===== config.mk =====
export PLATFORM = sky130hd
export DESIGN_NAME = fpcs_cordic
export DESIGN_NICKNAME = d
export VERILOG_FILES = /design/src/design/foc_park_clarke_svpwm_top_macros.svh /design/src/design/fpcs_pkg.sv /design/src/design/fpcs_cordic.sv
export SDC_FILE = /design/constraint.sdc
export NUM_CORES = 2
export LEC_CHECK = 0
export BUFFER_PORTS_ARGS = -buffer_cell sky130_fd_sc_hd__buf_4
export CAP_MARGIN = 20
export CORE_MARGIN = 3
export CORE_UTILIZATION = 30
export CTS_CLUSTER_DIAMETER = 50
export DETAILED_ROUTE_END_ITERATION = 12
export PLACE_DENSITY = 0.43
export SLEW_MARGIN = 20
export SYNTH_ARGS = -nofsm -noshare
export SYNTH_HDL_FRONTEND = slang
export SYNTH_SLANG_ARGS = --single-unit

===== constraint.sdc =====
create_clock -name clock -period 12.59 [get_ports clock]
set_clock_uncertainty 0.2 [all_clocks]
set_input_delay 1.259 -clock clock [delete_from_list [all_inputs] [get_ports clock]]
set_output_delay 1.259 -clock clock [all_outputs]
set_load 0.05 [all_outputs]

===== src/design/foc_park_clarke_svpwm_top_macros.svh =====
// assertion macros shared by the foc transform rtl
`ifndef FOC_PARK_CLARKE_SVPWM_TOP_MACROS_SVH
`define FOC_PARK_CLARKE_SVPWM_TOP_MACROS_SVH

// same-cycle implication, disabled while reset is high
`define FPCS_ASSERT_NOW(lbl, clk, rst, ante, cons) \
   lbl: assert property (@(posedge clk) disable iff (rst) (ante) |-> (cons)) \
      else $error("fpcs assertion failed");

// next-cycle implication, disabled while reset is high
`define FPCS_ASSERT_NEXT(lbl, clk, rst, ante, cons) \
   lbl: assert property (@(posedge clk) disable iff (rst) (ante) |=> (cons)) \
      else $error("fpcs assertion failed");

`endif


===== src/design/fpcs_pkg.sv =====
// shared constants and the arctangent function of the foc transform block
`timescale 1ns / 1ps
`default_nettype none
package fpcs_pkg;

   localparam int ANGLE_BITS_DEFAULT = 18;
   localparam int DATA_BITS_DEFAULT  = 16;

   // csr map
   localparam int          CSR_ADDR_BITS      = 5;
   localparam logic [2:0]  REG_ZERO_ANGLE     = 3'd0;
   localparam logic [2:0]  REG_DIRECTION      = 3'd1;
   localparam logic [2:0]  REG_U_OFFSET       = 3'd2;
   localparam logic [2:0]  REG_V_OFFSET       = 3'd3;
   localparam logic [2:0]  REG_POLE_PAIRS     = 3'd4;
   localparam logic [2:0]  REG_PWM_PERIOD     = 3'd5;
   localparam logic [6:0]  POLE_PAIRS_RESET   = 7'd7;
   localparam logic [15:0] PWM_PERIOD_RESET   = 16'd4250;

   // cordic in q4.30 with a 32-bit turn angle
   localparam int                 CORDIC_STEPS = 16;
   localparam int                 CORDIC_W     = 34;
   localparam logic signed [33:0] CORDIC_GAIN  = 34'sd652032874;

   // 1/sqrt3 and sqrt3 in q.16
   localparam logic signed [18:0] INV_SQRT3_Q16 = 19'sd37837;
   localparam logic signed [18:0] SQRT3_Q16     = 19'sd113512;

   function automatic logic signed [CORDIC_W-1:0] atan_turn(input int step);
      logic signed [CORDIC_W-1:0] val;
      case (step)
         0:       val = 34'sd536870912;
         1:       val = 34'sd316933406;
         2:       val = 34'sd167458908;
         3:       val = 34'sd85004756;
         4:       val = 34'sd42667341;
         5:       val = 34'sd21354465;
         6:       val = 34'sd10679844;
         7:       val = 34'sd5340245;
         8:       val = 34'sd2670163;
         9:       val = 34'sd1335087;
         10:      val = 34'sd667544;
         11:      val = 34'sd333772;
         12:      val = 34'sd166886;
         13:      val = 34'sd83443;
         14:      val = 34'sd41721;
         15:      val = 34'sd20861;
         default: val = '0;
      endcase
      return val;
   endfunction

endpackage
`default_nettype wire


===== src/design/fpcs_cordic.sv =====
// pipelined rotation-mode cordic, one stage per step
`timescale 1ns / 1ps
`default_nettype none
module fpcs_cordic #(
   parameter int SIDE_W = 8
) (
   input  wire logic                                 clock,
   input  wire logic                                 reset,
   input  wire logic                                 en,
   input  wire logic                                 in_valid,
   input  wire logic signed [fpcs_pkg::CORDIC_W-1:0] z_start,
   input  wire logic [SIDE_W-1:0]                    side_in,
   output logic                                      out_valid,
   output logic signed [fpcs_pkg::CORDIC_W-1:0]      x_out,
   output logic signed [fpcs_pkg::CORDIC_W-1:0]      y_out,
   output logic [SIDE_W-1:0]                         side_out
);
   import fpcs_pkg::*;

   logic signed [CORDIC_W-1:0] x_ff [CORDIC_STEPS];
   logic signed [CORDIC_W-1:0] y_ff [CORDIC_STEPS];
   logic signed [CORDIC_W-1:0] z_ff [CORDIC_STEPS];
   logic [SIDE_W-1:0]          side_ff [CORDIC_STEPS];
   logic [CORDIC_STEPS-1:0]    v_ff;

   logic signed [CORDIC_W-1:0] x_in [CORDIC_STEPS];
   logic signed [CORDIC_W-1:0] y_in [CORDIC_STEPS];
   logic signed [CORDIC_W-1:0] z_in [CORDIC_STEPS];
   logic signed [CORDIC_W-1:0] x_src, y_src, z_src;

   // one rotation step per stage, each fed by the stage before it
   always_comb begin
      for (int i = 0; i < CORDIC_STEPS; i++) begin
         if (i == 0) begin
            x_src = CORDIC_GAIN;
            y_src = '0;
            z_src = z_start;
         end else begin
            x_src = x_ff[i-1];
            y_src = y_ff[i-1];
            z_src = z_ff[i-1];
         end
         if (!z_src[CORDIC_W-1]) begin
            x_in[i] = x_src - (y_src >>> i);
            y_in[i] = y_src + (x_src >>> i);
            z_in[i] = z_src - atan_turn(i);
         end else begin
            x_in[i] = x_src + (y_src >>> i);
            y_in[i] = y_src - (x_src >>> i);
            z_in[i] = z_src + atan_turn(i);
         end
      end
   end

   always_ff @(posedge clock) begin
      if (reset) begin
         v_ff <= '0;
      end else if (en) begin
         v_ff <= {v_ff[CORDIC_STEPS-2:0], in_valid};
      end
   end

   always_ff @(posedge clock) begin
      if (en) begin
         for (int i = 0; i < CORDIC_STEPS; i++) begin
            x_ff[i] <= x_in[i];
            y_ff[i] <= y_in[i];
            z_ff[i] <= z_in[i];
         end
         side_ff[0] <= side_in;
         for (int i = 1; i < CORDIC_STEPS; i++) begin
            side_ff[i] <= side_ff[i-1];
         end
      end
   end

   assign out_valid = v_ff[CORDIC_STEPS-1];
   assign x_out     = x_ff[CORDIC_STEPS-1];
   assign y_out     = y_ff[CORDIC_STEPS-1];
   assign side_out  = side_ff[CORDIC_STEPS-1];

endmodule
`default_nettype wire


==> flow_metrics.tcl <==
set metrics [dict create \
    status "finished, final reports clean" \
    setup_viol 0 \
    wl_per_cell_um 18.3 \
    setup_tns_ps 0 \
    die_area_sq_um 433000 \
    min_period_ps 5930 \
    worst_r2r_path_depth 21 \
    cts_resized 0 \
    cp-start-kind "flip-flop" \
    final-max-slew-violation-count 0 \
    drt-total-wl_mm 349 \
    path_clk_slew_ps 60 \
    cts_buffers 294 \
    drt_pass1_iterations 5 \
    cp_max_fo 6 \
    synth_cells 13000 \
    cts.path.max_buffers 4 \
    hold_violations 0 \
    first_global_vias 94200 \
    drive_gt1_frac 0.0633 \
    final_nets 14700 \
    slew_headroom 0.312 \
    ys_seq_area_frac 0.379 \
    gp_congestion 0.832 \
    ys_async_sr_fraction 0 \
    io_pins 123 \
    cts_tree "done" \
    cap_viol_max_count 0 \
    num_vias 94600 \
    drc 0 \
    grt_pass1_wl_mm 548 \
    hp-class "reg -> reg" \
    die_h_um 658 \
    max_freq_ghz 0.169 \
    clk_latency_ps 910 \
    core_area_sq_um 422000 \
    die_w_um 658 \
    start_util 0.302 \
    yosys_warnings 0 \
    root_buffer "clkbuf_16" \
    post_drt_via_cell_ratio 4.96 \
    ys_types 95 \
    rows 238 \
    synth_area_sq_um 127000 \
    cts_max_level 5 \
    synth_ff_type "edfxtp_1" \
    arrival_ps 6380 \
    yosys.area.top_type "edfxtp_1" \
    yosysTopAreaCellShare 0.377 \
    ant_nets 0 \
    area_growth_pct 13.6 \
    synth_seq_cells 1616 \
    track_usage 0.157 \
    post-cts-setup-buffers 0 \
    cts_sinks 1616 \
    synthTopCellsByArea "edfxtp_1 38%, ha_1 14%, xnor2_1 8.2%, a21oi_1 5.6%, xor2_1 4.3%" \
    synth.net_count 14400 \
    gr-total-overflow 0 \
    cp-end-kind "flip-flop" \
    ctsHoldBuffers 0 \
    avgSynthCellArea_sq_um 9.84 \
    hpwlAfterDp_mm 275 \
    synth_edf_count 1600 \
    critPathRequiredTime_ps 13040 \
    dr.first_iter.drc_count 4880 \
    period_share 0.471 \
    worst-setup-path-type "reg -> reg" \
    antenna_found_initial 3 \
    port_buffers 122 \
    grt_max_degree 153 \
    whs_path_depth 0 \
    rsz0062_at_grt "false" \
    worst_pin_slew_ps 1030 \
]
worst max-delay path, stage by stage (launching register included):
cell and delay [ps]:
edfxtp_1 430, inv_1 100, ha_1 190, nand2_1 80, nor3_1 200, nand2b_1 140
or4_1 450, nor4_1 710, a21oi_1 180, xnor2_1 160, ha_1 360, a21o_1 190
a21o_1 160, a21o_1 180, a21o_1 170, a221oi_1 400, nand2_1 120, nor3_1 280
o21ai_0 260, a311o_1 420, a21oi_1 190, xnor2_1 80
placed cells by master, fill, tap and decap left out, types with 91 or more instances in the layout:
| cell type | n |
|---|---|
| a211oi_1 | 126 |
| a21o_1 | 652 |
| a21oi_1 | 1425 |
| a31oi_1 | 146 |
| and3_1 | 91 |
| buf_4 | 187 |
| clkbuf_16 | 298 |
| edfxtp_1 | 1600 |
| ha_1 | 1397 |
| inv_1 | 529 |
| nand2_1 | 610 |
| nand2b_1 | 182 |
| nand3_1 | 200 |
| nor2_1 | 1207 |
| nor2b_1 | 177 |
| nor3_1 | 298 |
| o21a_1 | 217 |
| o21ai_0 | 610 |
| o21bai_1 | 140 |
| xnor2_1 | 1193 |
| xor2_1 | 621 |
layer usage:
layer | track usage | routed length, um | share of wire
met5 | 0 | 0 | 0
met4 | 0.0375 | 8010 | 0.023
met2 | 0.286 | 175000 | 0.50
met3 | 0.0181 | 9530 | 0.027
met1 | 0.197 | 157000 | 0.45
state kept, by name, summed over array words and instances, names as in the netlist:
| register | cells |
|---|---|
| y_ff | 511 |
| x_ff | 484 |
| z_ff | 477 |
| side_ff | 128 |
| v_ff | 16 |
cells in the mapped netlist, types with 24 or more instances:
cell,n
o21bai_1,140
a211oi_1,126
buf_1,42
fa_1,44
and4_1,27
nand2_1,610
nand3_1,200
o21a_1,217
mux2i_1,90
a211o_1,35
or4_1,27
a21o_1,652
o31ai_1,66
xnor2_1,1193
xor2_1,621
nor2_1,1207
nor3b_1,35
ha_1,1397
a31oi_1,146
nor2b_1,177
or3_1,74
a21boi_0,49
inv_1,529
nor4_1,90
clkbuf_1,121
a31o_2,24
edfxtp_1,1600
buf_4,76
and2_1,77
o21ai_0,610
nand2b_1,182
or2_2,54
nor3_1,298
o211ai_1,55
and3_1,91
mux2_2,55
o31a_1,33
nand4_1,82
o41ai_1,28
a21oi_1,1425
layout make-up:
cell class,count,area [sq um]
Fill cell,43200,277000
Multi-Input combinational cell,10600,75900
Sequential cell,1616,48400
Clock buffer,317,7530
Tap cell,5640,7060
Clock inverter,222,2350
Inverter,532,2000
Timing Repair Buffer,194,1550
Antenna cell,3,7.51
stage by stage:
step | instance area [sq um] | util | hold slack, ps | instances | worst slack [ps]
floorplan | 127000 | - | 200 | 13000 | 7760
finish | 145000 | 0.343 | 150 | 19100 | 6660
CTS | 145000 | 0.343 | 146 | 19100 | 6660
global route | 145000 | 0.343 | 143 | 19100 | 6260
detailed placement | 135000 | 0.320 | 205 | 18500 | 6700
global placement | 135000 | 0.320 | 200 | 18500 | 6790
kinds of logic after synthesis:
group                      count (synthesis)  synth area share
muxes                                    145            0.0119
DFF                                     1616             0.379
and+or+nand+nor                         3298             0.124
buffers and inverters                    771            0.0249
adders and majority gates               1441             0.144
AOI/OAI and AO/OA                       3866             0.191
xor gates and xnor gates                1815             0.125
path summary, 6_finish.rpt:
check               startpoint  slack (ps)           end
setup / recovery  x_ff[0][141]        6660  y_ff[0][201]
hold reg to reg    z_ff[1][34]         150   z_ff[1][68]
setup reg to reg  x_ff[0][141]        6660  y_ff[0][201]
hold / removal     z_ff[1][34]         150   z_ff[1][68]
Power is left out: the tool's default activity adds up to more than one toggle a clock period on the data nets, which glitch-free logic cannot reach.
