## config.mk

```make
export PLATFORM = sky130hd
export DESIGN_NAME = fpcs_front
export DESIGN_NICKNAME = d
export VERILOG_FILES = /design/src/design/foc_park_clarke_svpwm_top_macros.svh /design/src/design/fpcs_pkg.sv /design/src/design/fpcs_front.sv
export SDC_FILE = /design/constraint.sdc
export NUM_CORES = 1
export LEC_CHECK = 0
export BUFFER_PORTS_ARGS = -buffer_cell sky130_fd_sc_hd__buf_2
export CAP_MARGIN = 5
export CORE_MARGIN = 2
export CORE_UTILIZATION = 50
export CTS_BUF_LIST = sky130_fd_sc_hd__clkbuf_2 sky130_fd_sc_hd__clkbuf_4 sky130_fd_sc_hd__clkbuf_8
export DETAILED_ROUTE_END_ITERATION = 10
export GPL_ROUTABILITY_DRIVEN = 1
export PLACE_DENSITY_LB_ADDON = 0.25
export SLEW_MARGIN = 20
export SYNTH_ARGS = -nofsm -noshare
export SYNTH_HDL_FRONTEND = slang
export SYNTH_SLANG_ARGS = --single-unit
```

## constraint.sdc

```tcl
create_clock -name clock -period 5.7 [get_ports clock]
set_clock_uncertainty 0.05 [all_clocks]
set_input_delay 1.71 -clock clock [delete_from_list [all_inputs] [get_ports clock]]
set_output_delay 1.71 -clock clock [all_outputs]
set_load 0.02 [all_outputs]
```

## src/design/foc_park_clarke_svpwm_top_macros.svh

```systemverilog
// assertion macros shared by the foc transform rtl
`ifndef FOC_PARK_CLARKE_SVPWM_TOP_MACROS_SVH
`define FOC_PARK_CLARKE_SVPWM_TOP_MACROS_SVH

// same-cycle implication, disabled while reset is high
`define FPCS_ASSERT_NOW(lbl, clk, rst, ante, cons) \
   lbl: assert property (@(posedge clk) disable iff (rst) (ante) |-> (cons)) \
      else $error("fpcs assertion failed");

// next-cycle implication, disabled while reset is high
`define FPCS_ASSERT_NEXT(lbl, clk, rst, ante, cons) \
   lbl: assert property (@(posedge clk) disable iff (rst) (ante) |=> (cons)) \
      else $error("fpcs assertion failed");

`endif

```

## src/design/fpcs_pkg.sv

```systemverilog
// shared constants and the arctangent function of the foc transform block
`timescale 1ns / 1ps
`default_nettype none
package fpcs_pkg;

   localparam int ANGLE_BITS_DEFAULT = 18;
   localparam int DATA_BITS_DEFAULT  = 16;

   // csr map
   localparam int          CSR_ADDR_BITS      = 5;
   localparam logic [2:0]  REG_ZERO_ANGLE     = 3'd0;
   localparam logic [2:0]  REG_DIRECTION      = 3'd1;
   localparam logic [2:0]  REG_U_OFFSET       = 3'd2;
   localparam logic [2:0]  REG_V_OFFSET       = 3'd3;
   localparam logic [2:0]  REG_POLE_PAIRS     = 3'd4;
   localparam logic [2:0]  REG_PWM_PERIOD     = 3'd5;
   localparam logic [6:0]  POLE_PAIRS_RESET   = 7'd7;
   localparam logic [15:0] PWM_PERIOD_RESET   = 16'd4250;

   // cordic in q4.30 with a 32-bit turn angle
   localparam int                 CORDIC_STEPS = 16;
   localparam int                 CORDIC_W     = 34;
   localparam logic signed [33:0] CORDIC_GAIN  = 34'sd652032874;

   // 1/sqrt3 and sqrt3 in q.16
   localparam logic signed [18:0] INV_SQRT3_Q16 = 19'sd37837;
   localparam logic signed [18:0] SQRT3_Q16     = 19'sd113512;

   function automatic logic signed [CORDIC_W-1:0] atan_turn(input int step);
      logic signed [CORDIC_W-1:0] val;
      case (step)
         0:       val = 34'sd536870912;
         1:       val = 34'sd316933406;
         2:       val = 34'sd167458908;
         3:       val = 34'sd85004756;
         4:       val = 34'sd42667341;
         5:       val = 34'sd21354465;
         6:       val = 34'sd10679844;
         7:       val = 34'sd5340245;
         8:       val = 34'sd2670163;
         9:       val = 34'sd1335087;
         10:      val = 34'sd667544;
         11:      val = 34'sd333772;
         12:      val = 34'sd166886;
         13:      val = 34'sd83443;
         14:      val = 34'sd41721;
         15:      val = 34'sd20861;
         default: val = '0;
      endcase
      return val;
   endfunction

endpackage
`default_nettype wire

```

## src/design/fpcs_front.sv

```systemverilog
// angle forming, current offset removal and beta current scaling
`timescale 1ns / 1ps
`default_nettype none
module fpcs_front #(
   parameter int AW = fpcs_pkg::ANGLE_BITS_DEFAULT,
   parameter int DW = fpcs_pkg::DATA_BITS_DEFAULT
) (
   input  wire logic                                 clock,
   input  wire logic                                 reset,
   input  wire logic                                 en,
   input  wire logic                                 in_valid,
   input  wire logic [AW-1:0]                        mech_angle,
   input  wire logic signed [DW-1:0]                 iu_raw,
   input  wire logic signed [DW-1:0]                 iv_raw,
   input  wire logic signed [DW-1:0]                 ud,
   input  wire logic signed [DW-1:0]                 uq,
   input  wire logic [AW-1:0]                        zero_angle,
   input  wire logic                                 dir_pos,
   input  wire logic signed [DW-1:0]                 u_off,
   input  wire logic signed [DW-1:0]                 v_off,
   input  wire logic [6:0]                           pole_pairs,
   output logic                                      out_valid,
   output logic [AW-1:0]                             elec,
   output logic signed [fpcs_pkg::CORDIC_W-1:0]      z_start,
   output logic                                      flip,
   output logic signed [DW:0]                        iu,
   output logic signed [DW+21:0]                     ibp,
   output logic signed [DW-1:0]                      ud_o,
   output logic signed [DW-1:0]                      uq_o
);
   import fpcs_pkg::*;

   logic [2:0] v_ff;

   // stage 0
   logic [AW-1:0]       base_ff, base_in;
   logic signed [DW:0]  iu0_ff, iu0_in, iv0_ff, iv0_in;
   logic signed [DW-1:0] ud0_ff, uq0_ff;
   // stage 1
   logic [AW+6:0]        elec_prod;
   logic [AW-1:0]        elec1_ff;
   logic signed [DW+2:0] isum_ff, isum_in;
   logic signed [DW:0]   iu1_ff;
   logic signed [DW-1:0] ud1_ff, uq1_ff;
   // stage 2
   logic [31:0]          turn;
   logic                 flip_in;
   logic [31:0]          turn_f;
   logic [AW-1:0]        elec2_ff;
   logic signed [CORDIC_W-1:0] z_ff;
   logic                 flip_ff;
   logic signed [DW:0]   iu2_ff;
   logic signed [DW+21:0] ibp_ff;
   logic signed [DW-1:0] ud2_ff, uq2_ff;

   assign base_in = dir_pos ? zero_angle + mech_angle : zero_angle - mech_angle;
   assign iu0_in  = $signed({iu_raw[DW-1], iu_raw}) - $signed({u_off[DW-1], u_off});
   assign iv0_in  = $signed({iv_raw[DW-1], iv_raw}) - $signed({v_off[DW-1], v_off});

   assign elec_prod = base_ff * pole_pairs;
   assign isum_in   = $signed({{2{iu0_ff[DW]}}, iu0_ff}) + $signed({iv0_ff[DW], iv0_ff, 1'b0});

   // fold the left half plane onto the right one, results get negated later
   assign turn    = {elec1_ff, {(32-AW){1'b0}}};
   assign flip_in = turn[31] ^ turn[30];
   assign turn_f  = {turn[31] ^ flip_in, turn[30:0]};

   always_ff @(posedge clock) begin
      if (reset) begin
         v_ff <= '0;
      end else if (en) begin
         v_ff <= {v_ff[1:0], in_valid};
      end
   end

   always_ff @(posedge clock) begin
      if (en) begin
         base_ff  <= base_in;
         iu0_ff   <= iu0_in;
         iv0_ff   <= iv0_in;
         ud0_ff   <= ud;
         uq0_ff   <= uq;
         elec1_ff <= elec_prod[AW-1:0];
         isum_ff  <= isum_in;
         iu1_ff   <= iu0_ff;
         ud1_ff   <= ud0_ff;
         uq1_ff   <= uq0_ff;
         elec2_ff <= elec1_ff;
         z_ff     <= $signed({{(CORDIC_W-32){turn_f[31]}}, turn_f});
         flip_ff  <= flip_in;
         iu2_ff   <= iu1_ff;
         ibp_ff   <= isum_ff * INV_SQRT3_Q16;
         ud2_ff   <= ud1_ff;
         uq2_ff   <= uq1_ff;
      end
   end

   assign out_valid = v_ff[2];
   assign elec      = elec2_ff;
   assign z_start   = z_ff;
   assign flip      = flip_ff;
   assign iu        = iu2_ff;
   assign ibp       = ibp_ff;
   assign ud_o      = ud2_ff;
   assign uq_o      = uq2_ff;

endmodule
`default_nettype wire

```

==> results.py, run 1 <==
metrics = {
    "status": {
        "status": "finished, final reports clean",
    },
    "clock_tree": {
        "cts_tree": "built",
        "ctsLongestPathBuffers": 3,
        "htreeDepth": 2,
        "cts_hold_buf": 0,
        "clock_sinks": 276,
        "clk_latency_ns": 0.61,
        "root_buffer": "clkbuf_8",
        "cts_buffers": 46,
        "clk_pin_slew_ns": 0.06,
    },
    "routing": {
        "dr.pass1.iters": 6,
        "dr.first_iter.drc_count": 642,
        "routedWlPerCell_um": 15.0,
        "wl_mm": 44.3,
        "route.detailed.drc": 0,
        "avgViaCountPerCell": 4.99,
        "num_vias": 14700,
        "antenna_left": 0,
    },
    "synthesis": {
        "synth_flop_cell": "edfxtp_1",
        "synthDistinctLibCells": 71,
        "synth_edf_count": 273,
        "synth_area_per_cell_um2": 11.1,
        "ys_seq_area_share_pct": 38.4,
        "synth_top_cell_by_area": "edfxtp_1",
        "netlist_area_um2": 21500,
        "synth.area.top_cells": "edfxtp_1 38%, fa_1 16%, ha_1 14%",
        "syn_inst": 1944,
        "synth-seq-cells": 276,
        "async_reset_ff_share_pct": 0,
        "yosys_warnings": 0,
        "synth_top_cell_area_share_pct": 38.1,
    },
    "timing": {
        "tightest_slew_ns": 0.839,
        "setup_viol": 0,
        "max_freq_mhz": 180,
        "slew_headroom_pct": 44.1,
        "post-route-period-util_pct": 97.4,
        "finalMaxSlewViolations": 0,
        "hold_violations": 0,
        "period_needed_ns": 5.55,
    },
    "finish": {
        "areaGrowthSynthToFinish_pct": 20.6,
        "ff_latch_area_um2": 8260,
        "final_nets": 2934,
        "diodes": 0,
        "multiInputGateArea_um2": 12000,
        "final_core_util_pct": 61.4,
        "drive_above_1_share_pct": 24.9,
        "fill_cells": 3514,
        "fin_cells": 2952,
    },
    "setup_path": {
        "crit_type": "register to register",
        "worstPathArrival_ns": 5.86,
        "rrSetupSlack_ns": 0.15,
        "cp_data_required_time_ns": 6.01,
        "crit_start": "isum_ff[8]",
        "reg2reg_from": "isum_ff[8]",
        "crit_end": "ibp[33]",
        "r2r.worst_path.cells": 24,
        "crit_path_start_kind": "register",
        "end_kind": "register",
        "r2r-end": "ibp[33]",
        "path_max_fanout": 6,
    },
    "global_route": {
        "grt_overflow": 0,
        "grt_pass1_vias": 15100,
        "grt_max_degree": 108,
        "grtUsageTotal_pct": 20.0,
        "antenna_found_initial": 0,
        "grt_pass1_wl_mm": 72.2,
    },
    "die": {
        "die_x_um": 211,
        "fp.dieH_um": 211,
        "io_pins": 285,
        "initial_core_util_pct": 50.9,
        "die-area_um2": 44700,
        "fp.coreArea_um2": 42200,
        "rows": 75,
    },
    "hold_path": {
        "min_path_type": "register to register",
    },
    "place": {
        "numPortBuffers": 270,
        "gp_congestion": 0.896,
        "place_inst": 2847,
        "dpl.hpwl_mm": 35.7,
    },
    "job": {
        "maxCapViolCount": 0,
    },
}
-- what timing repair did --
action	CTS	global route
pin swaps	0	24
resized for setup	5	51
setup buffers	10	10
endpoints found under the setup margin	5	14
-- final cells by class --
class	instances	share of cell area, %
sequential	276	31.8
timing repair buffer	429	9.95
clock buffer	54	2.67
tap	539	2.60
inverter	388	5.61
clock inverter	31	1.10
multi-input combinational	1235	46.2
-- how the worst min path moves through the flow --
stage                       startpoint        end  depth (start not counted)
after CTS                    uq0_ff[8]  uq1_ff[8]                          0
after detailed placement  elec1_ff[11]   elec[11]                          0
after global placement      ud1_ff[14]   ud_o[14]                          0
after global routing       elec1_ff[5]    elec[5]                          0
final                        iu1_ff[3]      iu[3]                          0
after floorplan            elec1_ff[0]    elec[0]                          0
-- metal layers --
layer | global-route usage [%] | share of wire [%]
met5 | 0 | 0
met4 | 5.34 | 1.9
met3 | 3.06 | 4.8
met2 | 32.9 | 47
met1 | 27.9 | 47
-- kinds of logic after synthesis --
group | synth area share (%)
buffers and inverters | 8.42
adder cells (fa/ha/maj) | 30.3
AND/OR/NAND/NOR | 8.57
flip-flops | 38.4
AO/OA/AOI/OAI | 8.03
XOR/XNOR | 5.78
multiplexers | 0.529
other | 0.0174
-- synth_stat cells (7+ instances only) --
| cell type | n |
|---|---|
| o21ai_0 | 40 |
| a31oi_1 | 13 |
| or2_2 | 9 |
| clkbuf_1 | 20 |
| nand3_1 | 22 |
| ha_1 | 238 |
| inv_1 | 388 |
| nand2_1 | 135 |
| nor3_1 | 27 |
| or3_1 | 8 |
| nand2b_1 | 19 |
| o21a_1 | 13 |
| a21o_1 | 22 |
| xnor2_1 | 96 |
| buf_4 | 36 |
| nor2_1 | 86 |
| a211oi_1 | 10 |
| and3_1 | 7 |
| mux2i_1 | 8 |
| nor2b_1 | 12 |
| fa_1 | 176 |
| o21bai_1 | 8 |
| and2_1 | 46 |
| a21oi_1 | 93 |
| xor2_1 | 46 |
| edfxtp_1 | 273 |
-- registers in the layout (all words and copies together), names as in the netlist --
name      cells
base_ff      18
elec         18
elec1_ff     18
flip          1
ibp          35
isum_ff      19
iu           17
iu0_ff       17
iu1_ff       16
iv0_ff       17
ud0_ff       16
ud1_ff       16
ud_o         16
uq0_ff       16
uq1_ff       16
uq_o         16
v_ff          3
z_start       1
-- cell usage in the layout, fill, tap and decap left out, types with 6 or more instances in the layout --
cell type / count
a31oi_1: 11
clkinv_1: 17
nand2b_1: 18
o21bai_1: 8
a21oi_1: 83
ha_4: 22
edfxtp_1: 273
a21oi_2: 12
or3_1: 8
ha_1: 213
o21ai_0: 35
inv_1: 387
a21o_1: 22
and3_1: 6
nand3_1: 20
mux2i_1: 8
nor2b_1: 12
buf_4: 157
nor2_1: 85
o21a_1: 13
o21ai_1: 8
or2_2: 9
fa_1: 171
xor2_1: 44
and2_1: 40
nor3_1: 27
nand2_1: 134
buf_2: 269
conb_1: 14
clkbuf_8: 46
and2_4: 6
a211oi_1: 8
clkbuf_4: 8
xnor2_1: 96
-- per-stage QoR --
| stage | TNS [ns] | hold slack, ns | area, µm² | setup WS, ns |
|---|---|---|---|---|
| after global routing | -0.159 | 0.369 | 25900 | -0.0855 |
| after detailed placement | -1.96 | 0.355 | 24400 | -0.385 |
| final | 0 | 0.360 | 25900 | 0.150 |
| after CTS | 0 | 0.363 | 25500 | 0.000186 |
| after floorplan | -0.0794 | 0.350 | 21700 | -0.0794 |
| after global placement | -1.33 | 0.350 | 24400 | -0.320 |
-- critical path, stage by stage, from the launching register on --
cell	delay [ns]
edfxtp_1	0.53
buf_4	0.20
ha_1	0.19
xor2_1	0.16
ha_1	0.28
inv_1	0.05
fa_2	0.55
inv_1	0.07
fa_2	0.46
fa_1	0.49
inv_1	0.05
fa_1	0.47
inv_1	0.06
ha_4	0.28
nand2_1	0.09
o21ai_2	0.19
o21ai_0	0.12
a31oi_1	0.21
buf_4	0.16
o21ai_1	0.06
buf_4	0.16
a31oi_4	0.15
o21a_1	0.13
nor2_1	0.04
xnor2_1	0.13
Power of run 1 is not shown: default switching activity piles up to over one toggle a cycle in this logic, so the estimate is an artifact.
==> run 2: changes to the inputs <==
- ABC_AREA: unset -> 1
==> results.py, run 2 <==
metrics = {
    "timing": {
        "period_needed_ns": 5.40,
        "post-route-period-util_pct": 94.7,
        "slew_headroom_pct": 51.3,
        "tightest_slew_ns": 0.730,
        "fin_ws_ns": 0.301,
        "finalMaxSlewViolations": 0,
        "hold_violations": 0,
        "max_freq_mhz": 185,
        "setup_viol": 0,
        "grt_setup_unrepaired": "false",
    },
    "status": {
        "status": "finished, final reports clean",
    },
    "synthesis": {
        "synth_flop_cell": "edfxtp_1",
        "ys_seq_area_share_pct": 36.2,
        "synth_area_per_cell_um2": 9.22,
        "synth_edf_count": 273,
        "synth_top_cell_area_share_pct": 35.9,
        "synth_top_cell_by_area": "edfxtp_1",
        "async_reset_ff_share_pct": 0,
        "netlist_top_cells_count": "561 x inv_1, 561 x nand2_1, 273 x edfxtp_1",
        "synthDistinctLibCells": 42,
        "synth.area.top_cells": "edfxtp_1 36%, fa_1 15%, ha_1 13%",
        "netlist_area_um2": 22800,
        "syn_inst": 2478,
        "synth-seq-cells": 276,
        "yosys_warnings": 0,
    },
    "clock_tree": {
        "clock_sinks": 276,
        "ctsLongestPathBuffers": 3,
        "htreeDepth": 2,
        "cts_tree": "built",
        "clk_pin_slew_ns": 0.06,
        "clk_latency_ns": 0.63,
        "root_buffer": "clkbuf_8",
        "cts_buffers": 47,
    },
    "setup_path": {
        "critPathTopFamily": "adder cells",
        "worst_path_max_delay_cell": "fa_1",
        "cp_data_required_time_ns": 5.98,
        "path_max_fanout": 5,
        "rrSetupSlack_ns": 0.30,
        "timing.critical_path.buf_inv": 6,
        "reg2reg_from": "isum_ff[10]",
        "cp_cell_sequence": "ha_2 -> xnor2_2 -> inv_1 -> ha_1 -> inv_1 -> fa_1 -> inv_1 -> fa_1 -> fa_1 -> inv_1 -> fa_1 -> inv_1 -> ha_1 -> nand2_1 -> inv_2 -> a21oi_1 -> and2_1 -> nand2_2 -> nand2_1 -> nand2_1 -> nand2_1 -> nand2_1",
        "crit_path_start_kind": "register",
        "crit_type": "register to register",
        "worstPathArrival_ns": 5.68,
        "r2r.worst_path.cells": 22,
        "cpPeakStageDelay_ns": 0.54,
        "end_kind": "register",
        "r2r-end": "ibp[34]",
    },
    "hold_path": {
        "hold_path_end": "iu[1]",
        "min_path_type": "register to register",
        "holdPathStages": 0,
        "min_from": "iu1_ff[1]",
    },
    "routing": {
        "dr.first_iter.drc_count": 665,
        "routedWlPerCell_um": 14.5,
        "wl_mm": 49.6,
        "antenna_left": 0,
        "dr.pass1.iters": 5,
        "num_vias": 16600,
        "route.detailed.drc": 0,
        "avgViaCountPerCell": 4.84,
    },
    "place": {
        "gp_congestion": 0.917,
        "dpl.hpwl_mm": 41.0,
        "place_ws_ns": -0.0768,
        "place_inst": 3340,
        "numPortBuffers": 270,
    },
    "global_route": {
        "antenna_found_initial": 2,
        "grt_overflow": 0,
        "grt_pass1_vias": 16900,
        "grt_max_degree": 103,
        "grt_pass1_wl_mm": 81.4,
        "grtUsageTotal_pct": 21.4,
    },
    "finish": {
        "layout_common_cells": "561 x inv_1, 561 x nand2_1, 273 x edfxtp_1",
        "final_core_util_pct": 57.4,
        "areaGrowthSynthToFinish_pct": 13.5,
        "final_nets": 3352,
        "fill_cells": 4110,
        "drive_above_1_share_pct": 14.7,
        "largest_reg_flops": 35,
        "fin_cells": 3432,
    },
    "die": {
        "io_pins": 285,
        "die_x_um": 218,
        "fp.dieH_um": 218,
        "die-area_um2": 47400,
        "rows": 78,
        "initial_core_util_pct": 50.5,
        "fp.coreArea_um2": 45200,
    },
    "job": {
        "maxCapViolCount": 0,
    },
}
## run 2: cell types whose count changed after synthesis, moves of 28 or more
cell,previous run,this run
nand3_1,22,96
inv_1,388,561
o21ai_0,40,68
a21oi_1,93,126
xor2_1,46,92
nor2_1,86,114
xnor2_1,96,18
nand2_1,135,561
and2_1,46,5
## run 2: final cells by class
class | count | area, µm² | area share (%)
timing repair buffer | 304 | 1640 | 6.33
antenna | 2 | 5.00 | 0.0193
tap | 600 | 751 | 2.90
sequential | 276 | 8260 | 31.9
clock buffer | 58 | 736 | 2.84
multi-input combinational | 1601 | 12200 | 47.0
inverter | 564 | 2120 | 8.17
clock inverter | 27 | 224 | 0.864
## run 2: cell families after synthesis
group	Yosys count	synth area share (%)
buf+inv	614	10.7
flops	276	36.2
xor+xnor	110	4.22
simple gates	840	15.2
compound gates	222	5.19
fa+ha+maj	415	28.5
other cells	1	0.0164
## run 2: metrics by stage
step	instance area (µm²)	hold WS, ns	TNS, ns
detailed placement	24900	0.355	-0.288
global route	25900	0.341	0
floorplan	22900	0.350	0
CTS	25900	0.336	0
finish	25900	0.336	0
global placement	24900	0.350	-0.0492
## run 2: worst max-delay path by stage
stage,cells after the start,slack (ns),endpoint,startpoint
floorplan,20,0.004,elec1_ff[17],pole_pairs[3]
global placement,20,-0.04,elec1_ff[17],pole_pairs[6]
detailed placement,18,-0.08,elec1_ff[16],pole_pairs[2]
CTS,22,0.18,ibp[34],isum_ff[10]
global route,24,0.02,ibp[33],isum_ff[9]
finish,22,0.30,ibp[34],isum_ff[10]
## run 2: routing by layer
layer,up-vias,wire (µm),global-route usage (%)
met5,-,13,0
met2,372,23800,36.3
met4,2,1170,6.46
met3,80,2410,3.86
met1,7702,22200,28.0
li1,8457,-,-
## run 2: worst reg2reg max path, cell delays in order, from the launching register on
cell and delay, ns:
edfxtp_1 0.51, ha_2 0.47, xnor2_2 0.15, inv_1 0.07, ha_1 0.27, inv_1 0.05, fa_1 0.54, inv_1 0.07
fa_1 0.49, fa_1 0.53, inv_1 0.05, fa_1 0.47, inv_1 0.04, ha_1 0.35, nand2_1 0.15, inv_2 0.04
a21oi_1 0.22, and2_1 0.18, nand2_2 0.11, nand2_1 0.11, nand2_1 0.06, nand2_1 0.06, nand2_1 0.06
## run 2: timing repair
action / CTS / global route
resized for setup: 0 / 3
setup endpoints to repair: 0 / 7
hold buffers: 0 / 0
buffers inserted: 0 / 5
Power of run 2 is left out for the same reason.
==> run 3: changes to the inputs <==
- CELL_PAD_IN_SITES_DETAIL_PLACEMENT: unset -> 0
- CELL_PAD_IN_SITES_GLOBAL_PLACEMENT: unset -> 1
- CORE_UTILIZATION: 50 -> 42
==> results.py, run 3 (synthesis gave the netlist of run 2 again) <==
metrics = {
    "status": {
        "status": "finished, final reports clean",
    },
    "finish": {
        "drive_above_1_share_pct": 14.5,
        "layout_common_cells": "561 x inv_1, 561 x nand2_1, 273 x edfxtp_1",
        "largest_reg_flops": 35,
        "fin_cells": 3525,
        "areaGrowthSynthToFinish_pct": 14.1,
        "final_nets": 3351,
    },
    "timing": {
        "setup_viol": 0,
        "finalMaxSlewViolations": 0,
        "tightest_slew_ns": 0.889,
        "max_freq_mhz": 185,
        "period_needed_ns": 5.40,
        "slew_headroom_pct": 40.7,
        "post-route-period-util_pct": 94.8,
        "fin_tns_setup_ns": 0,
        "hold_violations": 0,
    },
    "clock_tree": {
        "cts_tree": "built",
        "ctsLongestPathBuffers": 3,
        "clk_pin_slew_ns": 0.06,
        "htreeDepth": 2,
        "clock_sinks": 276,
        "cts_buffers": 49,
        "root_buffer": "clkbuf_8",
        "cts_hold_buf": 0,
        "clk_latency_ns": 0.62,
    },
    "die": {
        "initial_core_util_pct": 42.4,
        "rows": 85,
        "die_x_um": 237,
        "fp.coreArea_um2": 53800,
        "die-area_um2": 56300,
        "io_pins": 285,
        "fp.dieH_um": 237,
    },
    "routing": {
        "routedWlPerCell_um": 14.3,
        "dr.first_iter.drc_count": 660,
        "num_vias": 16300,
        "dr.pass1.iters": 5,
        "route.detailed.drc": 0,
        "antenna_left": 0,
        "wl_mm": 50.5,
        "avgViaCountPerCell": 4.63,
    },
    "place": {
        "dpl.hpwl_mm": 42.1,
        "numPortBuffers": 270,
        "place_inst": 3433,
        "gp_congestion": 0.889,
    },
    "setup_path": {
        "end_kind": "register",
        "crit_path_start_kind": "register",
        "crit_start": "isum_ff[10]",
        "path_max_fanout": 5,
        "cp_data_required_time_ns": 6.00,
        "worstPathArrival_ns": 5.71,
        "crit_type": "register to register",
        "reg2reg_from": "isum_ff[10]",
    },
    "global_route": {
        "antenna_found_initial": 5,
        "grt_overflow": 0,
        "grtUsageTotal_pct": 18.1,
        "grt_pass1_wl_mm": 82.4,
        "grt_max_degree": 113,
        "grt_pass1_vias": 16600,
    },
    "hold_path": {
        "min_path_type": "register to register",
        "min_from": "iu1_ff[10]",
    },
    "job": {
        "maxCapViolCount": 0,
    },
}
[run 3: cell types whose count changed in the layout (fill, tap and decap cells not counted), sizes merged]
cell,change
buf,-3
bufinv,+1
clkinv,-1
diode,-1
inv,+1
[run 3: per-layer routing]
metal | wire [µm] | GRT usage [%] | part of all wire, %
met1 | 23700 | 24.4 | 47
met2 | 23500 | 30.4 | 47
met3 | 2280 | 3.18 | 4.5
met4 | 945 | 4.65 | 1.9
met5 | 57 | 0 | 0.11
[run 3: worst paths after layout]
| kind | end | slack (ns) | cells after the start |
|---|---|---|---|
| worst max-delay path | ibp[33] | 0.30 | 23 |
| worst min register to register | iu[10] | 0.35 | 0 |
| worst max register to register | ibp[33] | 0.30 | 23 |
| worst min-delay path | iu[10] | 0.35 | 0 |
[run 3: layout make-up]
| cell class | instances | area [µm²] |
|---|---|---|
| antenna | 1 | 2.50 |
| clock buffer | 58 | 742 |
| clock inverter | 28 | 250 |
| fill | 5224 | 27800 |
| inverter | 564 | 2120 |
| multi-input combinational | 1601 | 12200 |
| sequential | 276 | 8260 |
| tap | 696 | 871 |
| timing repair buffer | 301 | 1620 |
[run 3: per-stage QoR]
step / setup WS (ns) / util (%) / cell area, µm² / hold slack [ns]
final: 0.295 / 48.4 / 26100 / 0.350
after CTS: 0.223 / 48.3 / 26000 / 0.352
after detailed placement: -0.131 / 46.5 / 25000 / 0.355
after floorplan: 0.00436 / - / 22900 / 0.350
after global routing: -0.0219 / 48.4 / 26100 / 0.359
after global placement: -0.145 / 46.5 / 25000 / 0.350
[run 3: worst max-delay path: stages, from the launching register on]
cell,delay (ns)
edfxtp_1,0.53
ha_1,0.46
xnor2_2,0.24
inv_1,0.07
ha_1,0.27
inv_1,0.05
fa_1,0.49
inv_1,0.05
fa_1,0.49
fa_1,0.49
inv_1,0.05
fa_1,0.50
inv_1,0.06
ha_1,0.36
nand2_2,0.15
inv_1,0.05
a21oi_1,0.21
nand2_1,0.11
inv_1,0.07
nand2_2,0.07
nand2_1,0.13
nand2_1,0.07
nand2_1,0.06
nand2_1,0.04
[run 3: timing repair]
item	CTS	global route
setup buffers	0	5
endpoints found under the setup margin	0	5
resized for setup	0	3
Power of run 3 is left out for the same reason.
